[src/hdl/rqtw_pkg.sv]
// ----------------------------------------------------------------------------
// rqtw_pkg
// Shared types, constants and width helpers for the read quality trimmer.
// ----------------------------------------------------------------------------
package rqtw_pkg;

   localparam int DEF_MAX_READ_LEN = 1024;
   localparam int CSR_INDEX_W      = 3;
   localparam int CSR_DATA_W       = 11;
   localparam int PCT_SCALE        = 100;
   localparam int PCT_W            = 7;

   localparam logic [CSR_INDEX_W-1:0] CSR_TRIM_MODE         = 3'd0;
   localparam logic [CSR_INDEX_W-1:0] CSR_FIRST_POSITION    = 3'd1;
   localparam logic [CSR_INDEX_W-1:0] CSR_QUALITY_THRESHOLD = 3'd2;
   localparam logic [CSR_INDEX_W-1:0] CSR_MINIMUM_LENGTH    = 3'd3;
   localparam logic [CSR_INDEX_W-1:0] CSR_MINIMUM_PERCENT   = 3'd4;

   typedef enum logic [1:0] {
      STATUS_KEPT     = 2'd0,
      STATUS_DISCARD  = 2'd1,
      STATUS_OVERFLOW = 2'd2
   } status_type;

   typedef struct packed {
      logic [7:0] quality_byte;
      logic       last_base;
   } req_item_type;

   typedef struct packed {
      status_type  status;
      logic [9:0]  trim_start;
      logic [10:0] trim_length;
   } rsp_item_type;

   typedef struct packed {
      logic        trim_mode;
      logic [9:0]  first_position;
      logic [7:0]  quality_threshold;
      logic [10:0] minimum_length;
      logic [6:0]  minimum_percent;
   } cfg_type;

   // position width: holds the read length limit and every register value
   function automatic int pos_width(int max_len);
      int w;
      w = $clog2(max_len + 1);
      return (w < 11) ? 11 : w;
   endfunction

   // read summary: two flags and six position-wide fields
   function automatic int summary_width(int pw);
      return 2 + 6 * pw;
   endfunction

endpackage

[src/hdl/read_quality_trim_window.sv]
// ----------------------------------------------------------------------------
// read_quality_trim_window
// Quality trimming of sequencing reads: one verdict per read.
// ----------------------------------------------------------------------------
// Usage:
//   Input queue: drive req_item (quality byte, last flag) with push; an item
//   goes in at a clock edge with push high and full low. One base per cycle.
//   Result queue: while empty is low, rsp_item holds the oldest verdict
//   (status, trim start, trim length); pop high with empty low takes it.
//   Settings: csr_index/csr_data with csr_valid; csr_ready is always high.
//   Write them only while no read is in flight.
// Timing:
//   Bases stream at one per cycle while full is low. A verdict reaches the
//   result ports through the summary queue write, then the verdict stage,
//   then the result register, and can be taken at the next edge.
//   Verdicts leave at up to one per cycle, so reads of one base each also
//   run at full rate.
// Reset: synchronous; clears the scan state, queues and settings to defaults.
// Stall: when the receiver holds off, the result register, the verdict stage
//   and the two-entry summary queue fill; full then rises and the input stops
//   until pop.
// ----------------------------------------------------------------------------
module read_quality_trim_window #(
   parameter int MAX_READ_LEN = rqtw_pkg::DEF_MAX_READ_LEN
) (
   input  logic                                 clock,
   input  logic                                 reset,
   input  rqtw_pkg::req_item_type               req_item,
   input  logic                                 push,
   output logic                                 full,
   output rqtw_pkg::rsp_item_type               rsp_item,
   output logic                                 empty,
   input  logic                                 pop,
   input  logic                                 csr_valid,
   output logic                                 csr_ready,
   input  logic [rqtw_pkg::CSR_INDEX_W-1:0]     csr_index,
   input  logic [rqtw_pkg::CSR_DATA_W-1:0]      csr_data
);

   import rqtw_pkg::*;

   localparam int PW = pos_width(MAX_READ_LEN);
   localparam int SW = summary_width(PW);

   cfg_type       cfg_ff, cfg_in;
   logic          sum_push, sum_full, sum_pop, sum_empty;
   logic [SW-1:0] sum_wdata, sum_rdata;

   assign csr_ready = 1'b1;

   always_comb begin
      cfg_in = cfg_ff;
      if (csr_valid) begin
         case (csr_index)
            CSR_TRIM_MODE:         cfg_in.trim_mode         = csr_data[0];
            CSR_FIRST_POSITION:    cfg_in.first_position    = csr_data[9:0];
            CSR_QUALITY_THRESHOLD: cfg_in.quality_threshold = csr_data[7:0];
            CSR_MINIMUM_LENGTH:    cfg_in.minimum_length    = csr_data[10:0];
            CSR_MINIMUM_PERCENT:   cfg_in.minimum_percent   = csr_data[6:0];
            default:               cfg_in = cfg_ff;
         endcase
      end
   end

   always_ff @(posedge clock) begin
      if (reset) begin
         cfg_ff.trim_mode         <= 1'b0;
         cfg_ff.first_position    <= 10'd0;
         cfg_ff.quality_threshold <= 8'd84;
         cfg_ff.minimum_length    <= 11'd30;
         cfg_ff.minimum_percent   <= 7'd50;
      end else begin
         cfg_ff <= cfg_in;
      end
   end

   rqtw_front #(
      .MAX_READ_LEN(MAX_READ_LEN)
   ) u_front (
      .clock    (clock),
      .reset    (reset),
      .cfg      (cfg_ff),
      .req_item (req_item),
      .push     (push),
      .full     (full),
      .sum_push (sum_push),
      .sum_data (sum_wdata),
      .sum_full (sum_full)
   );

   rqtw_fifo #(
      .WIDTH(SW),
      .DEPTH(2)
   ) u_sum_fifo (
      .clock     (clock),
      .reset     (reset),
      .push      (sum_push),
      .push_data (sum_wdata),
      .full      (sum_full),
      .pop       (sum_pop),
      .pop_data  (sum_rdata),
      .empty     (sum_empty)
   );

   rqtw_back #(
      .MAX_READ_LEN(MAX_READ_LEN)
   ) u_back (
      .clock     (clock),
      .reset     (reset),
      .cfg       (cfg_ff),
      .sum_data  (sum_rdata),
      .sum_empty (sum_empty),
      .sum_pop   (sum_pop),
      .rsp_item  (rsp_item),
      .empty     (empty),
      .pop       (pop)
   );

endmodule

[src/hdl/rqtw_fifo.sv]
// ----------------------------------------------------------------------------
// rqtw_fifo
// Small synchronous queue between the base scanner and the verdict stage.
// ----------------------------------------------------------------------------
module rqtw_fifo #(
   parameter int WIDTH = 8,
   parameter int DEPTH = 2,
   localparam int AW = (DEPTH > 1) ? $clog2(DEPTH) : 1,
   localparam int CW = $clog2(DEPTH + 1)
) (
   input  logic             clock,
   input  logic             reset,
   input  logic             push,
   input  logic [WIDTH-1:0] push_data,
   output logic             full,
   input  logic             pop,
   output logic [WIDTH-1:0] pop_data,
   output logic             empty
);

   logic [WIDTH-1:0] mem [DEPTH];
   logic [AW-1:0]    wr_ptr_ff, wr_ptr_in;
   logic [AW-1:0]    rd_ptr_ff, rd_ptr_in;
   logic [CW-1:0]    count_ff, count_in;
   logic             do_push, do_pop;

   assign full     = (count_ff == CW'(DEPTH));
   assign empty    = (count_ff == '0);
   assign do_push  = push & ~full;
   assign do_pop   = pop & ~empty;
   assign pop_data = mem[rd_ptr_ff];

   always_comb begin
      wr_ptr_in = wr_ptr_ff;
      rd_ptr_in = rd_ptr_ff;
      count_in  = count_ff;
      if (do_push) begin
         wr_ptr_in = (wr_ptr_ff == AW'(DEPTH - 1)) ? '0 : wr_ptr_ff + AW'(1);
      end
      if (do_pop) begin
         rd_ptr_in = (rd_ptr_ff == AW'(DEPTH - 1)) ? '0 : rd_ptr_ff + AW'(1);
      end
      if (do_push && !do_pop) begin
         count_in = count_ff + CW'(1);
      end else if (do_pop && !do_push) begin
         count_in = count_ff - CW'(1);
      end
   end

   always_ff @(posedge clock) begin
      if (reset) begin
         wr_ptr_ff <= '0;
         rd_ptr_ff <= '0;
         count_ff  <= '0;
      end else begin
         wr_ptr_ff <= wr_ptr_in;
         rd_ptr_ff <= rd_ptr_in;
         count_ff  <= count_in;
      end
   end

   always_ff @(posedge clock) begin
      if (do_push) begin
         mem[wr_ptr_ff] <= push_data;
      end
   end

endmodule

[src/hdl/rqtw_front.sv]
// ----------------------------------------------------------------------------
// rqtw_front
// Base scanner: one byte per cycle while sum_full is low; builds a read summary.
// ----------------------------------------------------------------------------
module rqtw_front #(
   parameter int MAX_READ_LEN = rqtw_pkg::DEF_MAX_READ_LEN,
   localparam int PW = rqtw_pkg::pos_width(MAX_READ_LEN),
   localparam int SW = rqtw_pkg::summary_width(PW)
) (
   input  logic                   clock,
   input  logic                   reset,
   input  rqtw_pkg::cfg_type      cfg,
   input  rqtw_pkg::req_item_type req_item,
   input  logic                   push,
   output logic                   full,
   output logic                   sum_push,
   output logic [SW-1:0]          sum_data,
   input  logic                   sum_full
);

   import rqtw_pkg::*;

   typedef struct packed {
      logic          overflow;
      logic          any_good;
      logic [PW-1:0] base_count;
      logic [PW-1:0] run_begin;
      logic [PW-1:0] best_begin;
      logic [PW-1:0] best_length;
      logic [PW-1:0] last_good;
      logic [PW-1:0] good_count;
   } summary_type;

   logic [PW-1:0] pos_ff, pos_in;
   logic [PW-1:0] run_begin_ff, run_begin_in;
   logic [PW-1:0] best_begin_ff, best_begin_in;
   logic [PW-1:0] best_len_ff, best_len_in;
   logic [PW-1:0] last_good_ff, last_good_in;
   logic [PW-1:0] good_cnt_ff, good_cnt_in;
   logic          any_good_ff, any_good_in;
   logic          ovf_ff, ovf_in;

   logic          accept;
   logic [PW-1:0] first;
   logic [PW-1:0] rb;
   logic [PW-1:0] run_len;
   logic          in_window, good, poor;
   summary_type   summary;

   assign full     = sum_full;
   assign accept   = push & ~sum_full;
   assign sum_push = accept & req_item.last_base;
   assign sum_data = summary;

   assign first     = PW'(cfg.first_position);
   assign rb        = (pos_ff == '0) ? first : run_begin_ff;
   assign in_window = (pos_ff >= first);
   assign good      = (req_item.quality_byte >= cfg.quality_threshold);
   assign poor      = (req_item.quality_byte <= cfg.quality_threshold);
   assign run_len   = (pos_ff >= rb) ? pos_ff - rb : '0;

   always_comb begin
      pos_in        = pos_ff;
      run_begin_in  = run_begin_ff;
      best_begin_in = best_begin_ff;
      best_len_in   = best_len_ff;
      last_good_in  = last_good_ff;
      good_cnt_in   = good_cnt_ff;
      any_good_in   = any_good_ff;
      ovf_in        = ovf_ff;

      if (accept && !ovf_ff) begin
         if (pos_ff >= PW'(MAX_READ_LEN)) begin
            ovf_in = 1'b1;
         end else begin
            run_begin_in = rb;
            if (in_window) begin
               if (good) begin
                  any_good_in  = 1'b1;
                  last_good_in = pos_ff;
                  good_cnt_in  = good_cnt_ff + PW'(1);
               end
               if (poor) begin
                  if (run_len > best_len_ff) begin
                     best_len_in   = run_len;
                     best_begin_in = rb;
                  end
                  run_begin_in = pos_ff + PW'(1);
               end
            end
            pos_in = pos_ff + PW'(1);
         end
      end

      summary.overflow    = ovf_in;
      summary.any_good    = any_good_in;
      summary.base_count  = pos_in;
      summary.run_begin   = run_begin_in;
      summary.best_begin  = best_begin_in;
      summary.best_length = best_len_in;
      summary.last_good   = last_good_in;
      summary.good_count  = good_cnt_in;

      // end of read: start the next one clean
      if (sum_push) begin
         pos_in        = '0;
         run_begin_in  = '0;
         best_begin_in = '0;
         best_len_in   = '0;
         last_good_in  = '0;
         good_cnt_in   = '0;
         any_good_in   = 1'b0;
         ovf_in        = 1'b0;
      end
   end

   always_ff @(posedge clock) begin
      if (reset) begin
         pos_ff        <= '0;
         run_begin_ff  <= '0;
         best_begin_ff <= '0;
         best_len_ff   <= '0;
         last_good_ff  <= '0;
         good_cnt_ff   <= '0;
         any_good_ff   <= 1'b0;
         ovf_ff        <= 1'b0;
      end else begin
         pos_ff        <= pos_in;
         run_begin_ff  <= run_begin_in;
         best_begin_ff <= best_begin_in;
         best_len_ff   <= best_len_in;
         last_good_ff  <= last_good_in;
         good_cnt_ff   <= good_cnt_in;
         any_good_ff   <= any_good_in;
         ovf_ff        <= ovf_in;
      end
   end

endmodule

[src/hdl/rqtw_back.sv]
// ----------------------------------------------------------------------------
// rqtw_back
// Verdict stage: ends last run, checks length and mode-0 percent, holds result.
// ----------------------------------------------------------------------------
module rqtw_back #(
   parameter int MAX_READ_LEN = rqtw_pkg::DEF_MAX_READ_LEN,
   localparam int PW = rqtw_pkg::pos_width(MAX_READ_LEN),
   localparam int SW = rqtw_pkg::summary_width(PW)
) (
   input  logic                   clock,
   input  logic                   reset,
   input  rqtw_pkg::cfg_type      cfg,
   input  logic [SW-1:0]          sum_data,
   input  logic                   sum_empty,
   output logic                   sum_pop,
   output rqtw_pkg::rsp_item_type rsp_item,
   output logic                   empty,
   input  logic                   pop
);

   import rqtw_pkg::*;

   localparam int MW = PW + PCT_W;

   typedef struct packed {
      logic          overflow;
      logic          any_good;
      logic [PW-1:0] base_count;
      logic [PW-1:0] run_begin;
      logic [PW-1:0] best_begin;
      logic [PW-1:0] best_length;
      logic [PW-1:0] last_good;
      logic [PW-1:0] good_count;
   } summary_type;

   summary_type   s;
   logic [PW-1:0] first;
   logic [PW-1:0] fin_len;
   logic          fin_close;
   logic [PW-1:0] best_len;
   logic [PW-1:0] best_begin;
   logic          tail_pre;
   logic [PW-1:0] tail_len;

   logic          s1_valid_ff, s1_valid_in;
   logic          s1_ovf_ff;
   logic          s1_tail_ff;
   logic [PW-1:0] s1_len_ff;
   logic [MW-1:0] s1_good_ff;
   logic [MW-1:0] s1_need_ff;
   logic [PW-1:0] s1_begin_ff;
   logic [PW-1:0] s1_best_ff;
   logic          s1_adv;

   logic          out_valid_ff, out_valid_in;
   rsp_item_type  out_item_ff, out_item_in;
   logic          run_ok;

   assign s     = summary_type'(sum_data);
   assign first = PW'(cfg.first_position);

   // final close of the open run at the read end
   assign fin_close  = (s.base_count >= first);
   assign fin_len    = (s.base_count >= s.run_begin) ? s.base_count - s.run_begin : '0;
   assign best_len   = (fin_close && fin_len > s.best_length) ? fin_len : s.best_length;
   assign best_begin = (fin_close && fin_len > s.best_length) ? s.run_begin : s.best_begin;

   assign tail_pre = s.any_good && (s.last_good >= first)
                     && (s.last_good >= PW'(cfg.minimum_length));
   assign tail_len = s.last_good - first + PW'(1);

   assign s1_adv  = s1_valid_ff & (~out_valid_ff | pop);
   assign sum_pop = ~sum_empty & (~s1_valid_ff | s1_adv);

   assign s1_valid_in  = sum_pop | (s1_valid_ff & ~s1_adv);
   assign out_valid_in = s1_adv | (out_valid_ff & ~pop);

   assign run_ok = (s1_best_ff != '0) && (s1_best_ff >= PW'(cfg.minimum_length));

   always_comb begin
      out_item_in             = out_item_ff;
      if (s1_adv) begin
         out_item_in.status      = STATUS_DISCARD;
         out_item_in.trim_start  = '0;
         out_item_in.trim_length = '0;
         if (s1_ovf_ff) begin
            out_item_in.status = STATUS_OVERFLOW;
         end else if (!cfg.trim_mode) begin
            if (s1_tail_ff && (s1_good_ff >= s1_need_ff)) begin
               out_item_in.status      = STATUS_KEPT;
               out_item_in.trim_start  = cfg.first_position;
               out_item_in.trim_length = s1_len_ff[10:0];
            end
         end else if (run_ok) begin
            out_item_in.status      = STATUS_KEPT;
            out_item_in.trim_start  = s1_begin_ff[9:0];
            out_item_in.trim_length = s1_best_ff[10:0];
         end
      end
   end

   always_ff @(posedge clock) begin
      if (reset) begin
         s1_valid_ff  <= 1'b0;
         out_valid_ff <= 1'b0;
      end else begin
         s1_valid_ff  <= s1_valid_in;
         out_valid_ff <= out_valid_in;
      end
   end

   always_ff @(posedge clock) begin
      if (sum_pop) begin
         s1_ovf_ff   <= s.overflow;
         s1_tail_ff  <= tail_pre;
         s1_len_ff   <= tail_len;
         s1_good_ff  <= MW'(s.good_count) * MW'(PCT_SCALE);
         s1_need_ff  <= MW'(cfg.minimum_percent) * MW'(tail_len);
         s1_begin_ff <= best_begin;
         s1_best_ff  <= best_len;
      end
      out_item_ff <= out_item_in;
   end

   assign rsp_item = out_item_ff;
   assign empty    = ~out_valid_ff;

endmodule
[config.mk]
export PLATFORM = sky130hd
export DESIGN_NAME = read_quality_trim_window
export DESIGN_NICKNAME = d
export VERILOG_FILES = /design/src/hdl/rqtw_pkg.sv /design/src/hdl/read_quality_trim_window.sv /design/src/hdl/rqtw_fifo.sv /design/src/hdl/rqtw_front.sv /design/src/hdl/rqtw_back.sv
export SDC_FILE = /design/constraint.sdc
export NUM_CORES = 1
export LEC_CHECK = 0
export ABC_AREA = 1
export ABC_CLOCK_PERIOD_IN_PS = 8100
export BUFFER_PORTS_ARGS = -buffer_cell sky130_fd_sc_hd__buf_2
export CAP_MARGIN = 20
export CORE_MARGIN = 2
export CORE_UTILIZATION = 45
export DETAILED_ROUTE_END_ITERATION = 16
export PLACE_DENSITY = 0.65
export SKIP_LAST_GASP = 1
export SYNTH_ARGS = -nofsm -noshare
export SYNTH_HDL_FRONTEND = slang
export SYNTH_SLANG_ARGS = --single-unit
[constraint.sdc]
create_clock -name clock -period 8.1 [get_ports clock]
set_clock_uncertainty 0.1 [all_clocks]
set_input_delay 0.405 -clock clock [delete_from_list [all_inputs] [get_ports clock]]
set_output_delay 0.405 -clock clock [all_outputs]
set_load 0.03 [all_outputs]
==> results of run 1 <==
[metal layers]
layer,routed length (um),track usage
met1,22500,0.297
met2,24100,0.383
met3,3040,0.0316
met4,1820,0.0852
met5,0,0
[worst max-delay path by stage]
stage              from                     to  slack, ns  depth (start not counted)
2_1_floorplan  register  u_back.s1_need_ff[15]       1.22                         30
3_3_place_gp   register  u_back.s1_need_ff[15]       0.98                         30
3_5_place_dp   register  u_back.s1_need_ff[15]       0.83                         30
4_1_cts        register  u_back.s1_need_ff[15]       0.78                         30
5_1_grt        register  u_back.s1_need_ff[15]       0.16                         30
6_report       register  u_back.s1_need_ff[15]       0.76                         28
[registers in the layout, indices dropped and copies added, names as in the netlist, 16 cells and up, named ones only]
signal             flops
u_back.s1_need_ff     18
u_back.s1_good_ff     16
u_sum_fifo.mem       134
u_back.rsp_item       23
cfg_ff                37
[per-stage QoR]
stage	cells	area, um2	util
global route	2919	22400	0.506
finish	2919	22400	0.506
floorplan	2246	20300	-
CTS	2918	22400	0.506
detailed placement	2845	21200	0.478
global placement	2845	21200	0.478
[area by class of cell]
cell class,instances,share of cell area
clock inverters,17,0.00663
flip-flops and latches,336,0.400
repair buffers,65,0.0159
multi-input cells,1492,0.434
well taps,592,0.0330
clock buffers,55,0.0494
inverters,362,0.0605
[timing repair]
item | in CTS | in global routing
hold endpoints to repair | 1 | 0
resized for setup | 0 | 0
hold buffers | 1 | 0
[cells in the final DEF (no fill, tap or decap), types with 6 or more instances in the layout]
cell type	n
o21ai_0	127
clkbuf_16	41
nand3_1	53
buf_2	53
buf_4	11
nand2_1	461
xor2_1	40
a21o_1	6
inv_1	353
clkbuf_1	11
dfxtp_1	110
nand4_1	18
xnor2_1	15
nor3_1	16
clkinv_1	7
mux2i_1	11
inv_2	8
fa_1	56
nand2_2	17
and2_1	18
ha_1	206
nor2_1	138
edfxtp_1	225
or2_2	36
o31ai_1	6
o21ai_1	10
o211ai_1	10
nor4_1	6
a211oi_1	15
a21oi_1	181
[worst reg2reg max path: cells and delay by family (launching register included)]
family | cells | cell delay, ns
AOI/OAI and AO/OA | 10 | 2.01
buffers and inverters | 6 | 0.51
adders and majority gates | 8 | 3.25
and+or+nand+nor | 2 | 0.44
DFF | 1 | 0.34
xor gates and xnor gates | 2 | 0.38
[cell families after synthesis]
logic type / Yosys count / synth area share
and+or+nand+nor: 780 / 0.164
buffers and inverters: 418 / 0.0787
AOI/OAI and AO/OA: 383 / 0.103
DFF: 336 / 0.443
adders and majority gates: 262 / 0.182
xor gates and xnor gates: 55 / 0.0237
muxes: 11 / 0.00543
other: 1 / 0.000185
==> run metrics, run 1 <==
overflow left after global routing=0; multi-input logic area=9750 um2; period utilisation layout=0.906; count of cells along the worst register-to-register path=28; IO Pins=54; Hold Path End=cfg_ff[17]; GPL Wtd Cong=0.926; # setup viols final=0; clock tree from TritonCTS=done; number of filler instances in the final layout=4,090; top post-synthesis cells by area=edfxtp_1 33%, ha_1 13%, dfxtp_1 11%; capturing point of the worst reg2reg path=u_back.s1_need_ff[15]; sum of negative setup slack=0 ns; worst skew pair latency=0.58 ns; wire length of the first global-routing pass=between 80 and 90 mm; Post-CTS Setup Bufs=0; fraction of post-synthesis cell area in the top cell type by area=0.333; Core Footprint=44,300 um2; maximum clock path buffer count=3; Final Max Tran Viols=0; count of input and output buffers=52; maximum fanout encountered on the critical timing path=11; transition time at the pin with the least slew margin=1.13 ns; number of library cell types mapped by synthesis=52; via count of the first global-routing pass=around 15,000; dpl ws=0.828 ns; Vert. Die Dim=216 um; Die Span X=216 um; DR DRC count=0; number of buffers created by CTS=39; setup slack of the most critical reg-to-reg path=0.76 ns; leading post-synthesis cells by instance count=462 x nand2_1, 354 x inv_1, 225 x edfxtp_1, 206 x ha_1, 182 x a21oi_1; standard cell with the maximum stage delay on the critical path=fa_1; Post-synth EDFFs=~230; worst max-slew margin expressed relative to the limit=0.250; final critical delay including setup and external delays=7.34 ns; mean post-synth cell area=9.03 um2; Worst Hold Launch=csr_data[10]; Post-DRT Antenna Nets=0; Clock transition at path regs=~0.06 ns; cell type group with the largest total delay on the critical path=adder cells; Crit path buffers/inverters=6; clock net sink count=336; Syn Nets=2,536; smallest setup slack after layout=0.761 ns; final worst hold slack=0.0219 ns; total wire length after detailed routing=around 51 mm; data required time of the critical path=8.29 ns; synthesized instance count=approximately 2,200; result of the run=finished clean; largest stage delay on the critical path=roughly 0.54 ns; Clock H-tree levels=2; FFs w/ async S/R, synth=0; highest clock rate=136 MHz; setup repair after global routing missed its margin=false; number of cells on the worst hold path=3; Starting Density=0.458; Post-Synthesis Cell Area=20,300 um2; detail-routed net length per standard cell=approximately 18 um; first-pass iteration count of the detailed router=7; initial antenna violation count=0; Max-cap violations=0; fraction of final layout cells with drive strength greater than 1=0.0877; Initial DRC Count=1,023; pin count of the biggest net entering global routing=72; area leader, netlist=edfxtp_1; overall routing resource usage=0.227; kind of launch point of the worst setup path=register; CP arrival=between 7 and 8 ns; overall via count from detail_route=15,200; FF+latch count, synth=336; number of antenna cells inserted=0; start-to-end type of the worst setup path=register to register; endpoint class of the critical path=register; worst min path class=primary input to register; number of rows created at floorplan=a little under 80; combined flip-flop and latch cell area=8980 um2; count leader, synth=nand2_1; # nets final=~2,600; Die Area=46,800 um2; Final HPWL DP=38.8 mm; clock root cell=clkbuf_16; Area Overhead vs Synth=10.6%; Most Frequent Cell on Critical Path=inv_1; number of warnings printed during yosys synthesis=0; final hold viol count=0; via count normalized by instance count=5.21; share of the yosys chip area belonging to registers=0.443; most instantiated flip-flop cell in the synthesis netlist=edfxtp_1
Power of run 1 is left out: the tool's default activity adds up to more than one toggle a clock period on the data nets, which glitch-free logic cannot reach.
==> run 2, diff against run 1 <==
--- a/config.mk
+++ b/config.mk
@@ -6,7 +6,7 @@
 export NUM_CORES = 1
 export LEC_CHECK = 0
 export ABC_AREA = 1
-export ABC_CLOCK_PERIOD_IN_PS = 8100
+export ABC_CLOCK_PERIOD_IN_PS = 6800
 export BUFFER_PORTS_ARGS = -buffer_cell sky130_fd_sc_hd__buf_2
 export CAP_MARGIN = 20
 export CORE_MARGIN = 2
==> constraint.sdc (replaced) <==
create_clock -name clock -period 6.8 [get_ports clock]
set_clock_uncertainty 0.1 [all_clocks]
set_input_delay 0.34 -clock clock [delete_from_list [all_inputs] [get_ports clock]]
set_output_delay 0.34 -clock clock [all_outputs]
set_load 0.03 [all_outputs]
==> run 2 against run 1 <==
Wire length is 1.6% higher. Global-route usage is 0.14 points higher. Maximum frequency is 13% higher. Worst setup slack worse by 0.43 ns. Final area is 2.1% higher. Sequential share of layout area is 0.83 points lower. Largest cell class unchanged. Sequential cell count stayed put. Critical path depth is 1 higher. Die area stayed put. Final cell count is 1.1% higher. Hold slack worse by 0.0072 ns.
==> run metrics, run 2 (synthesis gave the netlist of run 1 again) <==
clock tree from TritonCTS=done; worst skew pair latency=0.57 ns (about the same); Most Frequent Cell on Critical Path=inv_1; overall routing resource usage=0.228 (+0.00139); Crit path buffers/inverters=6 (unchanged); Starting Density=0.458 (unchanged); overall via count from detail_route=15,400 (+1.1%); smallest setup slack after layout=0.332 ns (-0.429 ns); number of filler instances in the final layout=4,036 (-1.3%); pin count of the biggest net entering global routing=72 (unchanged); wire length of the first global-routing pass=83.1 mm (+0.25%); Initial DRC Count=1,108 (+8.3%); data required time of the critical path=6.99 ns (-1.30 ns); flip-flop count of the largest register after layout=134 (unchanged); highest clock rate=155 MHz (+13%); Post-DRT Antenna Nets=0 (unchanged); Vert. Die Dim=216 um (unchanged); final worst hold slack=0.0147 ns (-0.00717 ns); worst max-slew margin expressed relative to the limit=0.290 (+0.0402); Final HPWL DP=38.9 mm (+0.30%); largest stage delay on the critical path=0.60 ns (+0.06 ns); final critical delay including setup and external delays=6.47 ns (-0.871 ns); fraction of final layout cells with drive strength greater than 1=0.109 (+0.0214); transition time at the pin with the least slew margin=1.06 ns (-0.0603 ns); most common cell after layout, fill and taps aside=nand2_1; detail-routed net length per standard cell=17.7 um (+0.52%); first-pass iteration count of the detailed router=6 (-1); count of input and output buffers=52 (unchanged); Die Span X=216 um (unchanged); register containing the most flip-flops in the final layout=u_sum_fifo.mem; Die Area=46,800 um2 (unchanged); Final Max Tran Viols=0 (unchanged); worst min path class=primary input to register; period utilisation layout=0.951 (+0.0452); number of buffers created by CTS=39 (unchanged); dpl ws=0.0279 ns (-0.800 ns); standard cell with the maximum stage delay on the critical path=fa_2; IO Pins=54 (unchanged); Clock transition at path regs=0.06 ns (about the same); kind of launch point of the worst setup path=register; number of rows created at floorplan=77 (unchanged); initial antenna violation count=1 (+1); clock net sink count=336 (unchanged); # nets final=2,618 (+1.2%); total instance count after detailed placement=2,867 (+0.77%); via count of the first global-routing pass=15,500 (+1.3%); overflow left after global routing=0 (unchanged); start-to-end type of the worst setup path=register to register; GPL Wtd Cong=0.944 (+1.9%); # setup viols final=0 (unchanged); result of the run=finished clean; maximum fanout encountered on the critical timing path=19 (+8); maximum clock path buffer count=3 (unchanged); DR DRC count=0 (unchanged); Core Footprint=44,300 um2 (unchanged); endpoint class of the critical path=register; total wire length after detailed routing=52.3 mm (+1.6%); via count normalized by instance count=5.22 (about the same); Area Overhead vs Synth=13.0%; final hold viol count=0 (unchanged); Max-cap violations=0 (unchanged); Clock H-tree levels=2 (unchanged); clock root cell=clkbuf_16; leading cell types in the layout, fill and taps excluded=459 x nand2_1, 352 x inv_1, 225 x edfxtp_1; CP arrival=6.66 ns (-0.87 ns); number of cells in the finished layout apart from fillers=2,950 (+1.1%); cell type group with the largest total delay on the critical path=adder cells
-- run 2: changes by cell type in the layout (fill, tap and decap cells not counted), moves of 3 or more --
| cell | delta |
|---|---|
| o21ai_0 | -4 |
| buf_4 | +23 |
| dlygate4sd3_1 | +8 |
| clkinv_1 | -4 |
| bufinv_16 | +5 |
| clkbuf_1 | -5 |
| ha_1 | -5 |
| o21ai_2 | +3 |
| clkinv_2 | +3 |
| ha_4 | +4 |
-- run 2: timing repair --
item                                   in CTS  in global routing
setup endpoints to repair                   0                  8
endpoints found under the hold margin      12                  0
hold buffers                                9                  0
setup buffers                               0                  3
resized for setup                           0                 27
-- run 2: metrics by stage --
stage	setup TNS [ns]	area, um2	util
after floorplan	0	20300	-
after CTS	0	22800	0.514
final	0	22900	0.517
after detailed placement	0	21300	0.482
after global routing	-0.0971	22900	0.517
after global placement	0	21300	0.482
-- run 2: path summary, 6_finish.rpt --
| path | startpoint | slack, ns | to | depth (start not counted) |
|---|---|---|---|---|
| setup / recovery | register | 0.33 | u_back.s1_need_ff[15] | 29 |
| hold / removal | csr_data[4] | 0.01 | cfg_ff[4] | 3 |
| setup reg to reg | register | 0.33 | u_back.s1_need_ff[15] | 29 |
| hold reg to reg | u_front.last_good_ff[10] | 0.35 | u_front.last_good_ff[10] | 2 |
-- run 2: worst register-to-register path, delay by kind of cell, from the launching register on --
kind | cells | cell delay (ns)
AO/OA/AOI/OAI | 8 | 1.18
XOR/XNOR | 1 | 0.16
adder cells (fa/ha/maj) | 7 | 3.11
buffers and inverters | 6 | 0.56
flip-flops | 1 | 0.34
AND/OR/NAND/NOR | 7 | 0.77
-- run 2: cell type report --
type | count | area [um2] | area share
Timing Repair Buffer | 97 | 628 | 0.0274
Sequential cell | 336 | 8980 | 0.392
Clock inverter | 24 | 319 | 0.0139
Antenna cell | 1 | 2.50 | 0.000109
Tap cell | 592 | 741 | 0.0323
Clock buffer | 46 | 1010 | 0.0442
Multi-Input combinational cell | 1492 | 9880 | 0.431
Inverter | 362 | 1360 | 0.0593
-- run 2: routing by layer --
| layer | share of wire | vias to the layer above | global-route usage |
|---|---|---|---|
| li1 | - | 7552 | - |
| met1 | 0.44 | 7362 | 0.293 |
| met2 | 0.47 | 372 | 0.384 |
| met3 | 0.055 | 106 | 0.0368 |
| met4 | 0.038 | 0 | 0.0929 |
| met5 | 0 | - | 0 |
Power of run 2 is left out for the same reason.
